**src/rtl/core/deq_pkg.sv**
```systemverilog
package deq_pkg;

    localparam int DEPTH_DEFAULT = 8;

    localparam int CMD_W  = 3;
    localparam int VAL_W  = 8;
    localparam int STAT_W = 2;
    localparam int POS_W  = 3;
    localparam int SIZE_W = 4;

    typedef enum logic [CMD_W-1:0] {
        CMD_PUSH_TOP = 3'd0,
        CMD_POP_TOP  = 3'd1,
        CMD_PUSH_BOT = 3'd2,
        CMD_POP_BOT  = 3'd3,
        CMD_LIST     = 3'd4
    } cmd_t;

    typedef enum logic [STAT_W-1:0] {
        ST_DONE   = 2'd0,
        ST_FULL   = 2'd1,
        ST_EMPTY  = 2'd2,
        ST_HEADER = 2'd3
    } status_t;

    typedef enum logic [1:0] {
        S_IDLE,
        S_POP,
        S_LIST
    } state_t;

    typedef struct packed {
        status_t            status;
        logic [POS_W-1:0]   position;
        logic [VAL_W-1:0]   value_res;
        logic [SIZE_W-1:0]  size;
        logic               last;
    } res_t;

endpackage

```
**src/rtl/core/deq_req_if.sv**
```systemverilog
interface deq_req_if import deq_pkg::*; ();

    logic              valid;
    logic              ready;
    logic [CMD_W-1:0]  cmd;
    logic [VAL_W-1:0]  value;

    modport source (output valid, output cmd, output value, input ready);
    modport sink   (input valid, input cmd, input value, output ready);

endinterface

```
**src/rtl/core/deq_rsp_if.sv**
```systemverilog
interface deq_rsp_if import deq_pkg::*; ();

    logic               valid;
    logic               ready;
    logic [STAT_W-1:0]  status;
    logic [POS_W-1:0]   position;
    logic [VAL_W-1:0]   value_res;
    logic [SIZE_W-1:0]  size;
    logic               last;

    modport source (output valid, output status, output position, output value_res,
                    output size, output last, input ready);
    modport sink   (input valid, input status, input position, input value_res,
                    input size, input last, output ready);

endinterface

```
**src/rtl/core/deq_mem.sv**
```systemverilog
module deq_mem import deq_pkg::*; #(
    parameter int DEPTH = DEPTH_DEFAULT
) (
    input  logic                      clk,
    input  logic                      we,
    input  logic [$clog2(DEPTH)-1:0]  waddr,
    input  logic [VAL_W-1:0]          wdata,
    input  logic                      re,
    input  logic [$clog2(DEPTH)-1:0]  raddr,
    output logic [VAL_W-1:0]          rdata
);

    logic [VAL_W-1:0] store_reg [DEPTH];
    logic [VAL_W-1:0] rdata_reg;

    // write port
    always_ff @(posedge clk)
    begin
        if (we)
        begin
            store_reg[waddr] <= wdata;
        end
    end

    // read port, data held until the next read
    always_ff @(posedge clk)
    begin
        if (re)
        begin
            rdata_reg <= store_reg[raddr];
        end
    end

    assign rdata = rdata_reg;

endmodule

```
**src/rtl/core/deq_ctrl.sv**
```systemverilog
module deq_ctrl import deq_pkg::*; #(
    parameter int DEPTH = DEPTH_DEFAULT
) (
    input  logic                      clk,
    input  logic                      rst_n,
    input  logic                      req_valid,
    input  logic [CMD_W-1:0]          req_cmd,
    input  logic [VAL_W-1:0]          req_value,
    output logic                      req_ready,
    input  logic                      out_free,
    output logic                      res_load,
    output res_t                      res_data,
    output logic                      mem_we,
    output logic [$clog2(DEPTH)-1:0]  mem_waddr,
    output logic [VAL_W-1:0]          mem_wdata,
    output logic                      mem_re,
    output logic [$clog2(DEPTH)-1:0]  mem_raddr,
    input  logic [VAL_W-1:0]          mem_rdata
);

    localparam int AW = $clog2(DEPTH);
    localparam int FW = $clog2(DEPTH + 1);
    localparam logic [AW:0]   DEPTH_A = (AW + 1)'(DEPTH);
    localparam logic [FW-1:0] DEPTH_F = FW'(DEPTH);
    localparam logic [AW-1:0] TOP_IDX = AW'(DEPTH - 1);

    state_t          state_reg, state_next;
    logic [FW-1:0]   fill_reg, fill_next;
    logic [AW-1:0]   base_reg, base_next;
    logic [AW-1:0]   cnt_reg, cnt_next;
    res_t            pend_reg, pend_next;

    logic            accept;
    logic            is_full;
    logic            is_empty;
    logic [FW-1:0]   fill_inc;
    logic [FW-1:0]   fill_dec;
    logic [AW-1:0]   base_inc;
    logic [AW-1:0]   base_dec;

    // logical index to physical address, circular from base
    function automatic logic [AW-1:0] wrap_add(input logic [AW-1:0] a,
                                               input logic [AW-1:0] b);
        logic [AW:0] sum;
        sum = {1'b0, a} + {1'b0, b};
        if (sum >= DEPTH_A)
        begin
            sum = sum - DEPTH_A;
        end
        return sum[AW-1:0];
    endfunction

    assign is_full  = (fill_reg == DEPTH_F);
    assign is_empty = (fill_reg == '0);
    assign fill_inc = fill_reg + 1'b1;
    assign fill_dec = fill_reg - 1'b1;
    assign base_inc = (base_reg == TOP_IDX) ? '0 : base_reg + 1'b1;
    assign base_dec = (base_reg == '0) ? TOP_IDX : base_reg - 1'b1;

    assign req_ready = (state_reg == S_IDLE) && out_free;
    assign accept    = req_valid && req_ready;

    always_ff @(posedge clk or negedge rst_n)
    begin
        if (!rst_n)
        begin
            state_reg <= S_IDLE;
            fill_reg  <= '0;
            base_reg  <= '0;
            cnt_reg   <= '0;
        end
        else
        begin
            state_reg <= state_next;
            fill_reg  <= fill_next;
            base_reg  <= base_next;
            cnt_reg   <= cnt_next;
        end
    end

    always_ff @(posedge clk)
    begin
        pend_reg <= pend_next;
    end

    always_comb
    begin
        state_next = state_reg;
        fill_next  = fill_reg;
        base_next  = base_reg;
        cnt_next   = cnt_reg;
        pend_next  = pend_reg;
        res_load   = 1'b0;
        res_data   = '0;
        mem_we     = 1'b0;
        mem_waddr  = '0;
        mem_wdata  = req_value;
        mem_re     = 1'b0;
        mem_raddr  = '0;

        unique case (state_reg)
            S_IDLE:
            begin
                if (accept)
                begin
                    unique case (req_cmd)
                        CMD_PUSH_TOP:
                        begin
                            res_load = 1'b1;
                            if (is_full)
                            begin
                                res_data = '{ST_FULL, '0, '0, SIZE_W'(fill_reg), 1'b1};
                            end
                            else
                            begin
                                mem_we    = 1'b1;
                                mem_waddr = wrap_add(base_reg, AW'(fill_reg));
                                fill_next = fill_inc;
                                res_data  = '{ST_DONE, POS_W'(fill_reg), req_value,
                                              SIZE_W'(fill_inc), 1'b1};
                            end
                        end
                        CMD_POP_TOP:
                        begin
                            if (is_empty)
                            begin
                                res_load = 1'b1;
                                res_data = '{ST_EMPTY, '0, '0, '0, 1'b1};
                            end
                            else
                            begin
                                mem_re     = 1'b1;
                                mem_raddr  = wrap_add(base_reg, AW'(fill_dec));
                                fill_next  = fill_dec;
                                pend_next  = '{ST_DONE, POS_W'(fill_dec), '0,
                                               SIZE_W'(fill_dec), 1'b1};
                                state_next = S_POP;
                            end
                        end
                        CMD_PUSH_BOT:
                        begin
                            res_load = 1'b1;
                            if (is_full)
                            begin
                                res_data = '{ST_FULL, '0, '0, SIZE_W'(fill_reg), 1'b1};
                            end
                            else
                            begin
                                mem_we    = 1'b1;
                                mem_waddr = base_dec;
                                base_next = base_dec;
                                fill_next = fill_inc;
                                res_data  = '{ST_DONE, '0, req_value,
                                              SIZE_W'(fill_inc), 1'b1};
                            end
                        end
                        CMD_POP_BOT:
                        begin
                            if (is_empty)
                            begin
                                res_load = 1'b1;
                                res_data = '{ST_EMPTY, '0, '0, '0, 1'b1};
                            end
                            else
                            begin
                                mem_re     = 1'b1;
                                mem_raddr  = base_reg;
                                base_next  = base_inc;
                                fill_next  = fill_dec;
                                pend_next  = '{ST_DONE, '0, '0, SIZE_W'(fill_dec), 1'b1};
                                state_next = S_POP;
                            end
                        end
                        CMD_LIST:
                        begin
                            res_load = 1'b1;
                            res_data = '{ST_HEADER, '0, '0, SIZE_W'(fill_reg), is_empty};
                            if (!is_empty)
                            begin
                                mem_re     = 1'b1;
                                mem_raddr  = wrap_add(base_reg, AW'(fill_dec));
                                cnt_next   = AW'(fill_dec);
                                state_next = S_LIST;
                            end
                        end
                        default:
                        begin
                            // unused codes: no result
                        end
                    endcase
                end
            end
            S_POP:
            begin
                if (out_free)
                begin
                    res_load           = 1'b1;
                    res_data           = pend_reg;
                    res_data.value_res = mem_rdata;
                    state_next         = S_IDLE;
                end
            end
            S_LIST:
            begin
                if (out_free)
                begin
                    res_load = 1'b1;
                    res_data = '{ST_DONE, POS_W'(cnt_reg), mem_rdata,
                                 SIZE_W'(fill_reg), (cnt_reg == '0)};
                    if (cnt_reg == '0)
                    begin
                        state_next = S_IDLE;
                    end
                    else
                    begin
                        cnt_next  = cnt_reg - 1'b1;
                        mem_re    = 1'b1;
                        mem_raddr = wrap_add(base_reg, cnt_reg - 1'b1);
                    end
                end
            end
            default:
            begin
                state_next = S_IDLE;
            end
        endcase
    end

`ifndef SYNTHESIS
    a_fill_bound: assert property (@(posedge clk) disable iff (!rst_n)
        fill_reg <= DEPTH_F)
        else $error("fill beyond depth");

    a_base_bound: assert property (@(posedge clk) disable iff (!rst_n)
        base_reg <= TOP_IDX)
        else $error("base pointer out of range");

    a_no_rw_clash: assert property (@(posedge clk) disable iff (!rst_n)
        !(mem_we && mem_re))
        else $error("read and write in one cycle");

    a_list_frozen: assert property (@(posedge clk) disable iff (!rst_n)
        (state_reg == S_LIST) && $past(state_reg == S_LIST)
        |-> $stable(base_reg) && $stable(fill_reg))
        else $error("store changed during listing");

    a_load_free: assert property (@(posedge clk) disable iff (!rst_n)
        res_load |-> out_free)
        else $error("result loaded into a busy output stage");
`endif

endmodule

```
**src/rtl/core/double_ended_char_stack.sv**
```systemverilog
// double-ended byte stack of DEPTH entries
// channels: req carries one command (cmd, value) per transfer; rsp carries
// result items (status, position, value_res, size, last), last marking the
// final result of a command
// push top, push bottom and rejected commands: one result, in the output
// register on the cycle after the transfer; no busy state follows
// pops: the entry is read into the store's read register, and the result goes
// to the output register from state S_POP; no command is taken in S_POP
// list: header in the output register on the cycle after the transfer, then one
// entry per cycle from the top down while the output register is free, fill + 1
// results in all; the store's single registered read port sets this pace
// bottom pushes and pops move a base pointer round the circular store, so no
// entry is ever shifted
// reset: store empty, base at zero; store contents are not cleared
// a stalled receiver holds the output register; no new command is taken and
// listing pauses until the result is taken
module double_ended_char_stack import deq_pkg::*; #(
    parameter int DEPTH = DEPTH_DEFAULT
) (
    input  logic          clk,
    input  logic          rst_n,
    deq_req_if.sink       req,
    deq_rsp_if.source     rsp
);

    localparam int AW = $clog2(DEPTH);

    // output register
    logic             out_valid_reg;
    res_t             out_data_reg;
    logic             out_free;

    // controller to output register and store
    logic             res_load;
    res_t             res_data;
    logic             mem_we;
    logic [AW-1:0]    mem_waddr;
    logic [VAL_W-1:0] mem_wdata;
    logic             mem_re;
    logic [AW-1:0]    mem_raddr;
    logic [VAL_W-1:0] mem_rdata;

    // free now, or emptied by the transfer at this edge
    assign out_free = !out_valid_reg || rsp.ready;

    deq_ctrl #(
        .DEPTH (DEPTH)
    ) u_ctrl (
        .clk       (clk),
        .rst_n     (rst_n),
        .req_valid (req.valid),
        .req_cmd   (req.cmd),
        .req_value (req.value),
        .req_ready (req.ready),
        .out_free  (out_free),
        .res_load  (res_load),
        .res_data  (res_data),
        .mem_we    (mem_we),
        .mem_waddr (mem_waddr),
        .mem_wdata (mem_wdata),
        .mem_re    (mem_re),
        .mem_raddr (mem_raddr),
        .mem_rdata (mem_rdata)
    );

    deq_mem #(
        .DEPTH (DEPTH)
    ) u_mem (
        .clk   (clk),
        .we    (mem_we),
        .waddr (mem_waddr),
        .wdata (mem_wdata),
        .re    (mem_re),
        .raddr (mem_raddr),
        .rdata (mem_rdata)
    );

    always_ff @(posedge clk or negedge rst_n)
    begin
        if (!rst_n)
        begin
            out_valid_reg <= 1'b0;
        end
        else if (res_load)
        begin
            out_valid_reg <= 1'b1;
        end
        else if (rsp.ready)
        begin
            out_valid_reg <= 1'b0;
        end
    end

    // payload, no reset
    always_ff @(posedge clk)
    begin
        if (res_load)
        begin
            out_data_reg <= res_data;
        end
    end

    assign rsp.valid     = out_valid_reg;
    assign rsp.status    = out_data_reg.status;
    assign rsp.position  = out_data_reg.position;
    assign rsp.value_res = out_data_reg.value_res;
    assign rsp.size      = out_data_reg.size;
    assign rsp.last      = out_data_reg.last;

endmodule

```
**src/flat_wrapper.sv**
```systemverilog
// flat-port wrapper written by rule: the top's interface ports become plain ports
module double_ended_char_stack_flat import deq_pkg::*;
#(
    parameter int DEPTH = DEPTH_DEFAULT
)
  (clk, rst_n, req_valid, req_cmd, req_value, req_ready, rsp_valid, rsp_status, rsp_position, rsp_value_res, rsp_size, rsp_last, rsp_ready);
  deq_req_if req_i ();
  deq_rsp_if rsp_i ();
  input  logic clk;
  input  logic rst_n;
  input wire logic [$bits(req_i.valid)-1:0] req_valid;
  input wire logic [$bits(req_i.cmd)-1:0] req_cmd;
  input wire logic [$bits(req_i.value)-1:0] req_value;
  output wire logic [$bits(req_i.ready)-1:0] req_ready;
  output wire logic [$bits(rsp_i.valid)-1:0] rsp_valid;
  output wire logic [$bits(rsp_i.status)-1:0] rsp_status;
  output wire logic [$bits(rsp_i.position)-1:0] rsp_position;
  output wire logic [$bits(rsp_i.value_res)-1:0] rsp_value_res;
  output wire logic [$bits(rsp_i.size)-1:0] rsp_size;
  output wire logic [$bits(rsp_i.last)-1:0] rsp_last;
  input wire logic [$bits(rsp_i.ready)-1:0] rsp_ready;
  assign req_i.valid = req_valid;
  assign req_i.cmd = req_cmd;
  assign req_i.value = req_value;
  assign req_ready = req_i.ready;
  assign rsp_valid = rsp_i.valid;
  assign rsp_status = rsp_i.status;
  assign rsp_position = rsp_i.position;
  assign rsp_value_res = rsp_i.value_res;
  assign rsp_size = rsp_i.size;
  assign rsp_last = rsp_i.last;
  assign rsp_i.ready = rsp_ready;
  double_ended_char_stack #(.DEPTH(DEPTH)) u_core (.clk(clk), .rst_n(rst_n), .req(req_i), .rsp(rsp_i));
endmodule
```
**config.mk**
```make
export PLATFORM = sky130hd
export DESIGN_NAME = double_ended_char_stack_flat
export DESIGN_NICKNAME = d
export VERILOG_FILES = /design/src/rtl/core/deq_pkg.sv /design/src/rtl/core/deq_req_if.sv /design/src/rtl/core/deq_rsp_if.sv /design/src/rtl/core/deq_mem.sv /design/src/rtl/core/deq_ctrl.sv /design/src/rtl/core/double_ended_char_stack.sv /design/src/flat_wrapper.sv
export SDC_FILE = /design/constraint.sdc
export NUM_CORES = 1
export LEC_CHECK = 0
export BUFFER_PORTS_ARGS = -buffer_cell sky130_fd_sc_hd__buf_2
export CORE_ASPECT_RATIO = 1.4
export CORE_MARGIN = 3
export CORE_UTILIZATION = 58
export DETAILED_ROUTE_END_ITERATION = 8
export MAX_ROUTING_LAYER = met4
export PLACE_DENSITY = 0.77
export SYNTH_ARGS = -nofsm -noshare
export SYNTH_HDL_FRONTEND = slang
export SYNTH_SLANG_ARGS = --single-unit
```
**constraint.sdc**
```tcl
create_clock -name clk -period 5.29 [get_ports clk]
set_clock_uncertainty 0.1 [all_clocks]
set_input_delay 0.7935 -clock clk [delete_from_list [all_inputs] [get_ports clk]]
set_output_delay 0.7935 -clock clk [all_outputs]
set_load 0.01 [all_outputs]
```
==> flow_metrics.env, run 1 <==
export IMPL_ctsHtreeMaxLevel=3
export IMPL_end_kind="register"
export IMPL_synth_area_leader_cell="edfxtp_1"
export IMPL_insertion_delay_ns=0.36
export IMPL_p_per_area_nw_per_um2=578
export IMPL_ys_seq_area_share_pct=59.7
export IMPL_hold_class="in -> async"
export IMPL_finalHoldViolCount=0
export IMPL_syn_nets=454
export IMPL_die_area_um2=10600
export IMPL_synth_ff_type="edfxtp_1"
export IMPL_syn_area_per_cell_um2=12.9
export IMPL_setup_viol=0
export IMPL_synth_top_cell_area_share_pct=53.7
export IMPL_nets=484
export IMPL_synth_distinct_cells=49
export IMPL_relSlewSlack_pct=29.8
export IMPL_r2r_slack_ns=1.16
export IMPL_clk_pin_slew_ns=0.08
export IMPL_critical_path_required_ns=5.30
export IMPL_post_cts_setup_buffer_count=0
export IMPL_grt_pass1_vias=3534
export IMPL_antenna_found_initial=0
export IMPL_cts_tree="yes"
export IMPL_syn_to_final_growth_pct=9.76
export IMPL_rsz0062_at_grt="no"
export IMPL_synth_edf_count=97
export IMPL_grt_pass1_wl_um=19000
export IMPL_cp_arrival_ns=4.13
export IMPL_seqCellArea_um2=3240
export IMPL_r2r_cells=11
export IMPL_grt_max_degree=21
export IMPL_num_antenna_cells=0
export IMPL_yosys_top_cells_count="97 x edfxtp_1, 52 x mux2i_1, 43 x nor2_1, 25 x nand2_1"
export IMPL_fin_area_um2=5950
export IMPL_syn_inst=420
export IMPL_vias=3568
export IMPL_fmax_ghz=0.242
export IMPL_die_height_um=120
export IMPL_status="finished, final reports clean"
export IMPL_ctsRootBufferMaster="clkbuf_16"
export IMPL_synth_most_common_cell="edfxtp_1"
export IMPL_drv_cap=0
export IMPL_start_util_pct=59.7
export IMPL_irDropWorstVdd_v=0.000465
export IMPL_tns_ns=0
export IMPL_gp_congestion=0.922
export IMPL_drc=0
export IMPL_switchingPower_mw=1.32
export IMPL_p_leak_nw=2.12
export IMPL_ant_nets=0
export IMPL_drive_gt1_share_pct=15.4
export IMPL_firstDrtPassIters=5
export IMPL_multiInputGateArea_um2=2030
export IMPL_cp_start_kind="register"
export IMPL_rows=41
export IMPL_drt_iter0_drc=331
export IMPL_largest_reg_flops=64
export IMPL_core_area_um2=9080
export IMPL_worstSetupPathType="reg -> reg"
export IMPL_synth_cell_area_um2=5420
export IMPL_ys_seq_elements=110
export IMPL_timing_rr_start="u_core.u_ctrl.fill_reg[0]"
export IMPL_combPwrFrac_pct=42.1
export IMPL_port_buffers=34
export IMPL_pin_count=35
export IMPL_groute_usage_overall_pct=25.1
export IMPL_drt_total_wl_um=12000
export IMPL_synth_warnings=0
export IMPL_clockBufferDepth=2
export IMPL_r2r_end="u_core.u_mem.rdata[7]"
export IMPL_wl_per_cell_um=21.5
export IMPL_clock_sinks=110
export IMPL_worst_pin_slew_ns=1.05
export IMPL_post_route_period_util_pct=78.0
export IMPL_die_w_um=87.7
export IMPL_grt_remaining_overflow=0
export IMPL_synth_async_reset_ratio_pct=11.8
export IMPL_postCtsHoldBufs=0
export IMPL_slew_viol_final=0
export IMPL_numCtsBuffers=9
export IMPL_finalNonFillerCells=561
export IMPL_critPathMaxFanout=20
export IMPL_netlist_top_cells_area="edfxtp_1 54%, mux2i_1 9.6%, dfrtp_1 6.0%, ha_1 3.7%, nor2_1 3.0%"
export IMPL_dpl_hpwl_um=8420
export IMPL_placed_cell_area_um2=5670
export IMPL_internal_power_mw=2.11
export IMPL_fillCellCount=686
export IMPL_vias_per_cell=6.36
export IMPL_min_period_ns=4.13
export IMPL_fin_util_pct=65.5
export IMPL_cts_resized_gates=0
export IMPL_sw_frac_of_total_pct=38.5
export IMPL_p_clk_share_pct=18.9
export IMPL_dp_cells=546
export IMPL_p_seq_share_pct=38.9
-- worst max-delay path, cell delays in order (launching register included) --
cell	delay (ns)
dfrtp_1	0.51
inv_1	0.17
ha_1	0.38
inv_1	0.11
fa_1	0.54
inv_1	0.05
o32a_1	0.36
o22ai_4	0.69
buf_4	0.32
mux2i_1	0.25
mux2i_1	0.10
mux2_2	0.29
-- layout by cell type (no fill, tap or decap), types with 2 or more instances in the layout --
master / count
fa_1: 3
o22ai_1: 2
a22oi_1: 14
buf_4: 5
inv_1: 16
nor2b_1: 4
xnor2_2: 2
nand3_1: 7
ha_1: 16
and3_1: 2
o21ai_0: 12
clkinv_4: 2
nor3_1: 7
clkbuf_16: 9
xnor2_1: 9
a31oi_1: 4
a22o_1: 4
o22ai_4: 2
inv_8: 2
nand2b_1: 9
dfrtp_1: 13
nand3b_1: 3
mux2i_1: 52
o32a_1: 2
nor2_1: 43
nor3b_1: 2
o31ai_1: 2
edfxtp_1: 97
and2_1: 4
nand2_1: 25
buf_2: 34
xor2_1: 2
o22a_1: 4
mux2_2: 8
a21oi_1: 16
-- how the worst max path moves through the flow --
stage / start / endpoint / slack [ns] / depth (start not counted)
3_3_place_gp: u_core.u_ctrl.fill_reg[0] / u_core.u_mem.rdata[6] / 1.41 / 11
3_5_place_dp: u_core.u_ctrl.fill_reg[0] / u_core.u_mem.rdata[3] / 1.23 / 11
5_1_grt: u_core.u_ctrl.fill_reg[0] / u_core.u_mem.rdata[7] / 0.96 / 11
4_1_cts: u_core.u_ctrl.fill_reg[0] / u_core.u_mem.rdata[7] / 1.20 / 11
2_1_floorplan: u_core.u_ctrl.fill_reg[0] / u_core.u_mem.rdata[0] / 2.11 / 11
6_report: u_core.u_ctrl.fill_reg[0] / u_core.u_mem.rdata[7] / 1.16 / 11
-- layer usage --
| metal | vias up | routed length [um] | share of wire [%] | global-route usage (%) |
|---|---|---|---|---|
| li1 | 1607 | - | - | - |
| met1 | 1793 | 4560 | 38 | 29.6 |
| met2 | 140 | 6450 | 54 | 41.7 |
| met3 | 28 | 645 | 5.4 | 5.04 |
| met4 | 0 | 386 | 3.2 | 10.2 |
| met5 | - | 0 | 0 | - |
-- cell families (layout without fill, tap and decap cells) --
kind of cell / Yosys count / after routing / synth area share (%)
muxes: 60 / 60 / 11.3
and+or+nand+nor: 113 / 113 / 9.97
adders and majority gates: 19 / 19 / 4.80
buffers and inverters: 36 / 70 / 3.07
DFF: 110 / 110 / 59.7
xor gates and xnor gates: 13 / 13 / 2.38
AOI/OAI and AO/OA: 69 / 69 / 8.77
-- power by group through the flow --
| stage | registers, mW | clock network (mW) | logic [mW] |
|---|---|---|---|
| finish | 1.34 | 0.651 | 1.45 |
| global route | 1.36 | 0.690 | 1.59 |
| CTS | 1.34 | 0.651 | 1.44 |
| detailed placement | 1.36 | 0 | 1.43 |
| global placement | 1.34 | 0 | 1.38 |
| floorplan | 1.34 | 0 | 1.05 |
-- layout make-up --
cell class	instances	area share, %
Timing Repair Buffer	39	3.49
Tap cell	107	2.25
Clock buffer	9	3.79
Multi-Input combinational cell	274	34.1
Inverter	16	1.01
Sequential cell	110	54.4
Clock inverter	6	0.946
-- through the flow --
step / hold slack, ns / power (mW) / setup slack [ns]
after CTS: 0.236 / 3.43 / 1.20
after global routing: 0.240 / 3.64 / 0.962
after detailed placement: 0.411 / 2.79 / 1.23
after floorplan: 0.372 / 2.38 / 2.11
final: 0.233 / 3.44 / 1.16
after global placement: 0.397 / 2.73 / 1.41
(Power assumes the default switching activity.)
==> inputs of run 2 (changes only) <==
ABC_AREA = 1   (was not set)
CORE_UTILIZATION = 55   (was 58)
PLACE_DENSITY = 0.76   (was 0.77)
clock period = 3.41 ns   (was 5.29 ns; I/O delays follow)
==> run 2 against run 1 <==
Net effect: register-to-register slack worse by 0.70 ns; synthesized cell count grew 44%; clock power rose by 53%; area after synthesis rose by 6.1%; sequential power rose by 52%; cell area up 6.6%; sequential share of layout area decreased by 3.4 points; critical endpoint is now u_core.u_mem.rdata[1]; highest routed layer unchanged.
==> flow_metrics.env, run 2 <==
export IMPL_ctsRootBufferMaster="clkbuf_16"
export IMPL_cts_resized_gates=0
export IMPL_synth_distinct_cells=39
export IMPL_placed_cell_area_um2=6050
export IMPL_gp_congestion=0.936
export IMPL_p_leak_nw=2.82
export IMPL_grt_pass1_wl_um=22000
export IMPL_slew_viol_final=0
export IMPL_critical_path_required_ns=3.42
export IMPL_pin_count=35
export IMPL_clk_pin_slew_ns=0.08
export IMPL_end_kind="register"
export IMPL_ctsHtreeMaxLevel=3
export IMPL_max_stage_delay_ns=0.49
export IMPL_syn_nets=637
export IMPL_synth_warnings=0
export IMPL_ant_nets=0
export IMPL_vias=4366
export IMPL_p_per_area_nw_per_um2=809
export IMPL_postCtsHoldBufs=1
export IMPL_yosys_top_cells_count="133 x nand2_1, 97 x edfxtp_1, 95 x inv_1, 90 x nand3_1, 34 x nor2_1"
export IMPL_multiInputGateArea_um2=2010
export IMPL_num_antenna_cells=0
export IMPL_die_area_um2=11700
export IMPL_rows=43
export IMPL_fin_util_pct=63.0
export IMPL_post_cts_setup_buffer_count=0
export IMPL_critical_path_top_delay_family="adder cells"
export IMPL_fmax_ghz=0.339
export IMPL_grt_pass1_vias=4241
export IMPL_fillCellCount=827
export IMPL_die_height_um=127
export IMPL_cts_tree="yes"
export IMPL_status="finished, final reports clean"
export IMPL_final_common_cell="nand2_1"
export IMPL_insertion_delay_ns=0.35
export IMPL_grt_max_degree=34
export IMPL_groute_usage_overall_pct=25.6
export IMPL_port_buffers=34
export IMPL_worst_pin_slew_ns=0.741
export IMPL_numCtsBuffers=9
export IMPL_hold_class="in -> reg"
export IMPL_syn_inst=603
export IMPL_start_util_pct=57.2
export IMPL_ys_seq_area_share_pct=56.3
export IMPL_cp_arrival_ns=2.95
export IMPL_ys_seq_elements=110
export IMPL_nets=675
export IMPL_antenna_found_initial=0
export IMPL_cp_slowest_cell="dfrtp_1"
export IMPL_synth_ff_type="edfxtp_1"
export IMPL_syn_to_final_growth_pct=10.3
export IMPL_clockBufferDepth=2
export IMPL_final_cell_mix="133 x nand2_1, 97 x edfxtp_1, 95 x inv_1"
export IMPL_die_w_um=92.4
export IMPL_clock_sinks=110
export IMPL_grt_remaining_overflow=0
export IMPL_cp_start_kind="register"
export IMPL_tns_ns=0
export IMPL_worstSetupPathType="reg -> reg"
export IMPL_vias_per_cell=5.59
export IMPL_critPathBufInv=3
export IMPL_drv_cap=0
export IMPL_min_period_ns=2.95
export IMPL_path_common_cell="nand2_1"
export IMPL_fin_area_um2=6340
export IMPL_dpl_hpwl_um=10200
export IMPL_core_area_um2=10100
export IMPL_largest_reg_flops=64
export IMPL_syn_area_per_cell_um2=9.54
export IMPL_synth_most_common_cell="nand2_1"
export IMPL_synth_async_reset_ratio_pct=11.8
export IMPL_seqCellArea_um2=3240
export IMPL_synth_edf_count=97
export IMPL_firstDrtPassIters=5
export IMPL_drive_gt1_share_pct=14.2
export IMPL_finalHoldViolCount=0
export IMPL_synth_cell_area_um2=5750
export IMPL_drt_iter0_drc=513
export IMPL_drc=0
export IMPL_finalNonFillerCells=781
export IMPL_worstPathCellList="inv_1, ha_1, inv_1, fa_1, xor2_1, nand2_1, nand2_1, o22ai_1, nand2_1, nand2_1, inv_2, nand2_1, nand2_1"
export IMPL_drt_total_wl_um=13800
export IMPL_wl_per_cell_um=17.7
export IMPL_critPathMaxFanout=9
export IMPL_irDropWorstVdd_v=0.000413
export IMPL_relSlewSlack_pct=50.6
export IMPL_rsz0062_at_grt="no"
export IMPL_post_route_period_util_pct=86.4
export IMPL_dp_cells=764
export IMPL_synth_area_leader_cell="edfxtp_1"
export IMPL_synth_top_cell_area_share_pct=50.7
export IMPL_netlist_top_cells_area="edfxtp_1 51%, nand2_1 8.7%, nand3_1 7.8%, inv_1 6.2%, dfrtp_1 5.7%"
export IMPL_setup_viol=0
==> run 2: stage by stage <==
| stage | hold slack (ns) | power [mW] | setup WS, ns |
|---|---|---|---|
| 2_1_floorplan | 0.116 | 3.55 | 0.889 |
| 3_3_place_gp | 0.337 | 4.09 | 0.555 |
| 3_5_place_dp | 0.350 | 4.14 | 0.523 |
| 4_1_cts | 0.412 | 5.14 | 0.504 |
| 5_1_grt | 0.408 | 5.50 | 0.240 |
| 6_report | 0.411 | 5.13 | 0.464 |
==> run 2: kinds of logic after synthesis <==
family / Yosys count / share of synthesized area [%]
xor gates and xnor gates: 8 / 1.22
and+or+nand+nor: 282 / 22.8
buffers and inverters: 123 / 8.77
AOI/OAI and AO/OA: 61 / 6.35
DFF: 110 / 56.3
adders and majority gates: 19 / 4.53
==> run 2: worst paths after layout <==
| check | from | endpoint | slack, ns | depth (start not counted) |
|---|---|---|---|---|
| max in group asynchronous | rst_n | u_core.rsp.valid | 2.45 | 2 |
| max reg2reg | u_core.u_ctrl.fill_reg[0] | u_core.u_mem.rdata[1] | 0.46 | 13 |
| min in group asynchronous | rst_n | u_core.u_ctrl.base_reg[1] | 0.49 | 2 |
| min | req_value[3] | u_core.u_mem.store_reg[5][3] | 0.41 | 1 |
| min reg2reg | u_core.u_ctrl.state_reg[1] | u_core.u_ctrl.state_reg[1] | 0.46 | 2 |
| max | u_core.u_ctrl.fill_reg[0] | u_core.u_mem.rdata[1] | 0.46 | 13 |
==> run 2: power breakdown <==
part | internal [mW] | leakage [nW] | total, mW | switching, mW
logic | 0.693 | 1.64 | 2.09 | 1.40
registers | 1.85 | 1.05 | 2.04 | 0.190
clock network | 0.506 | 0.138 | 0.994 | 0.488
total | 3.05 | 2.82 | 5.13 | 2.08
==> run 2: routing by layer <==
metal	GRT usage, %	up-vias	routed length, um
met1	29.1	2065	5270
met3	3.59	40	811
met4	11.3	0	550
li1	-	2076	-
met2	44.7	185	7180
met5	-	-	0
==> run 2: layout make-up <==
| cell class | instances | share of cell area [%] |
|---|---|---|
| Multi-Input combinational cell | 370 | 31.7 |
| Clock inverter | 7 | 0.927 |
| Timing Repair Buffer | 43 | 3.79 |
| Inverter | 107 | 6.33 |
| Sequential cell | 110 | 51.1 |
| Clock buffer | 9 | 3.55 |
| Tap cell | 135 | 2.66 |
==> inputs of run 3 (changes only) <==
CORE_UTILIZATION = 58   (was 55)
PLACE_DENSITY = 0.77   (was 0.76)
clock period = 3.11 ns   (was 3.41 ns; I/O delays follow)
==> run 3 against run 2 <==
Net effect: core utilization increased by 4.3 points; cell count up 0.64%; non-clock buffer count up 8; first-iteration DRC count fell by 32%; critical path depth is 1 lower; global-route usage up 1.6 points; clock power rose by 21%; routed wire length is 1.1% higher; power increased by 13%; sequential cell count unchanged; critical path type unchanged; critical endpoint is now u_core.u_mem.rdata[5]; largest cell class unchanged; highest routed layer unchanged.
==> flow_metrics.env, run 3 (synthesis gave the netlist of run 2 again) <==
export IMPL_finalHoldViolCount=0
export IMPL_final_cell_mix="132 x nand2_1, 97 x edfxtp_1, 95 x inv_1"
export IMPL_fin_util_pct=67.3
export IMPL_p_per_area_nw_per_um2=902
export IMPL_fmax_ghz=0.335
export IMPL_fin_area_um2=6440
export IMPL_port_buffers=34
export IMPL_tns_ns=0
export IMPL_drt_total_wl_um=14000
export IMPL_cts_tree="yes"
export IMPL_grt_pass1_wl_um=22500
export IMPL_ctsRootBufferMaster="clkbuf_16"
export IMPL_worstSetupPathType="reg -> reg"
export IMPL_groute_usage_overall_pct=27.2
export IMPL_syn_to_final_growth_pct=11.9
export IMPL_drc=0
export IMPL_setup_viol=0
export IMPL_firstDrtPassIters=5
export IMPL_drt_iter0_drc=351
export IMPL_rows=42
export IMPL_wl_per_cell_um=17.8
export IMPL_cp_arrival_ns=2.99
export IMPL_grt_max_degree=33
export IMPL_clockBufferDepth=2
export IMPL_core_area_um2=9560
export IMPL_cp_start_kind="register"
export IMPL_irDropWorstVdd_v=0.000520
export IMPL_clk_pin_slew_ns=0.08
export IMPL_fillCellCount=770
export IMPL_grt_pass1_vias=4284
export IMPL_vias=4417
export IMPL_gp_congestion=0.980
export IMPL_dpl_hpwl_um=9940
export IMPL_hold_class="in -> reg"
export IMPL_clock_sinks=110
export IMPL_critical_path_required_ns=3.12
export IMPL_vias_per_cell=5.62
export IMPL_min_period_ns=2.98
export IMPL_die_w_um=90.2
export IMPL_largest_reg_flops=64
export IMPL_final_common_cell="nand2_1"
export IMPL_num_antenna_cells=0
export IMPL_ctsHtreeMaxLevel=3
export IMPL_end_kind="register"
export IMPL_relSlewSlack_pct=26.5
export IMPL_post_route_period_util_pct=95.8
export IMPL_insertion_delay_ns=0.36
export IMPL_die_area_um2=11200
export IMPL_p_leak_nw=2.88
export IMPL_numCtsBuffers=9
export IMPL_nets=683
export IMPL_drv_cap=0
export IMPL_die_height_um=124
export IMPL_placed_cell_area_um2=6100
export IMPL_grt_remaining_overflow=0
export IMPL_drive_gt1_share_pct=15.4
export IMPL_antenna_found_initial=0
export IMPL_slew_viol_final=0
export IMPL_post_cts_setup_buffer_count=0
export IMPL_start_util_pct=60.1
export IMPL_pin_count=35
export IMPL_power_mw=5.81
export IMPL_critPathMaxFanout=9
export IMPL_worst_pin_slew_ns=1.09
export IMPL_rsz0062_at_grt="no"
export IMPL_ant_nets=0
export IMPL_status="finished, final reports clean"
==> run 3: cell count changes in the layout (fill, tap and decap cells not counted) <==
cell / previous run / this run
buf_4: 8 / 16
bufinv_16: 0 / 1
clkinv_2: 1 / 0
clkinv_4: 3 / 2
clkinv_8: 0 / 2
inv_8: 1 / 0
nand2_1: 133 / 132
nand2_2: 7 / 8
==> run 3: cell type report <==
cell class / count / area, um^2 / share of cell area, %
Timing Repair Buffer: 51 / 300 / 4.66
Inverter: 107 / 402 / 6.24
Multi-Input combinational cell: 370 / 2010 / 31.2
Clock buffer: 9 / 225 / 3.50
Clock inverter: 7 / 96.3 / 1.50
Tap cell: 132 / 165 / 2.57
Sequential cell: 110 / 3240 / 50.3
==> run 3: worst paths after layout <==
kind,from,endpoint,slack [ns],cells after the start
max in group asynchronous,rst_n,u_core.u_ctrl.fill_reg[3],2.16,2
setup / recovery,u_core.u_ctrl.fill_reg[0],u_core.u_mem.rdata[5],0.13,12
hold / removal,req_value[4],u_core.u_mem.store_reg[3][4],0.33,1
hold reg to reg,u_core.u_ctrl.state_reg[0],u_core.u_ctrl.state_reg[0],0.47,2
setup reg to reg,u_core.u_ctrl.fill_reg[0],u_core.u_mem.rdata[5],0.13,12
min in group asynchronous,rst_n,u_core.u_ctrl.base_reg[1],0.46,2
==> run 3: routing by layer <==
metal  wire length [um]  part of all wire (%)  global-route usage (%)  vias up
li1                   -                     -                       -     2089
met1               4970                    36                    30.1     2101
met2               7730                    55                    50.1      195
met3                863                   6.2                    3.69       32
met4                400                   2.9                    10.6        0
met5                  0                     0                       -        -
==> run 3: critical path, cell delays in order, from the launching register on <==
cell and delay, ns:
dfrtp_1 0.50, inv_1 0.18, ha_1 0.36, inv_1 0.11, fa_1 0.41, xor2_1 0.20, nor2_1 0.08, o22ai_1 0.16
nand2_1 0.09, nand2_2 0.20, inv_2 0.15, nand2_1 0.13, nand2_1 0.06
==> run 3: power breakdown <==
group          switching, mW  internal, mW
Clock                  0.559         0.644
Sequential             0.203          2.03
Combinational           1.58         0.796
==> run 3: per-stage QoR <==
stage	std cells	setup WS, ns	hold WS (ns)
2_1_floorplan	603	0.589	0.0709
6_report	786	0.129	0.332
5_1_grt	786	0.00613	0.330
4_1_cts	786	0.0255	0.323
3_3_place_gp	769	0.130	0.294
3_5_place_dp	769	0.0424	0.300
==> run 3: what timing repair did <==
item	4_1_cts	5_1_grt
setup endpoints to repair	0	8
hold buffers	1	0
gates resized for setup	0	1
hold endpoints to repair	13	0
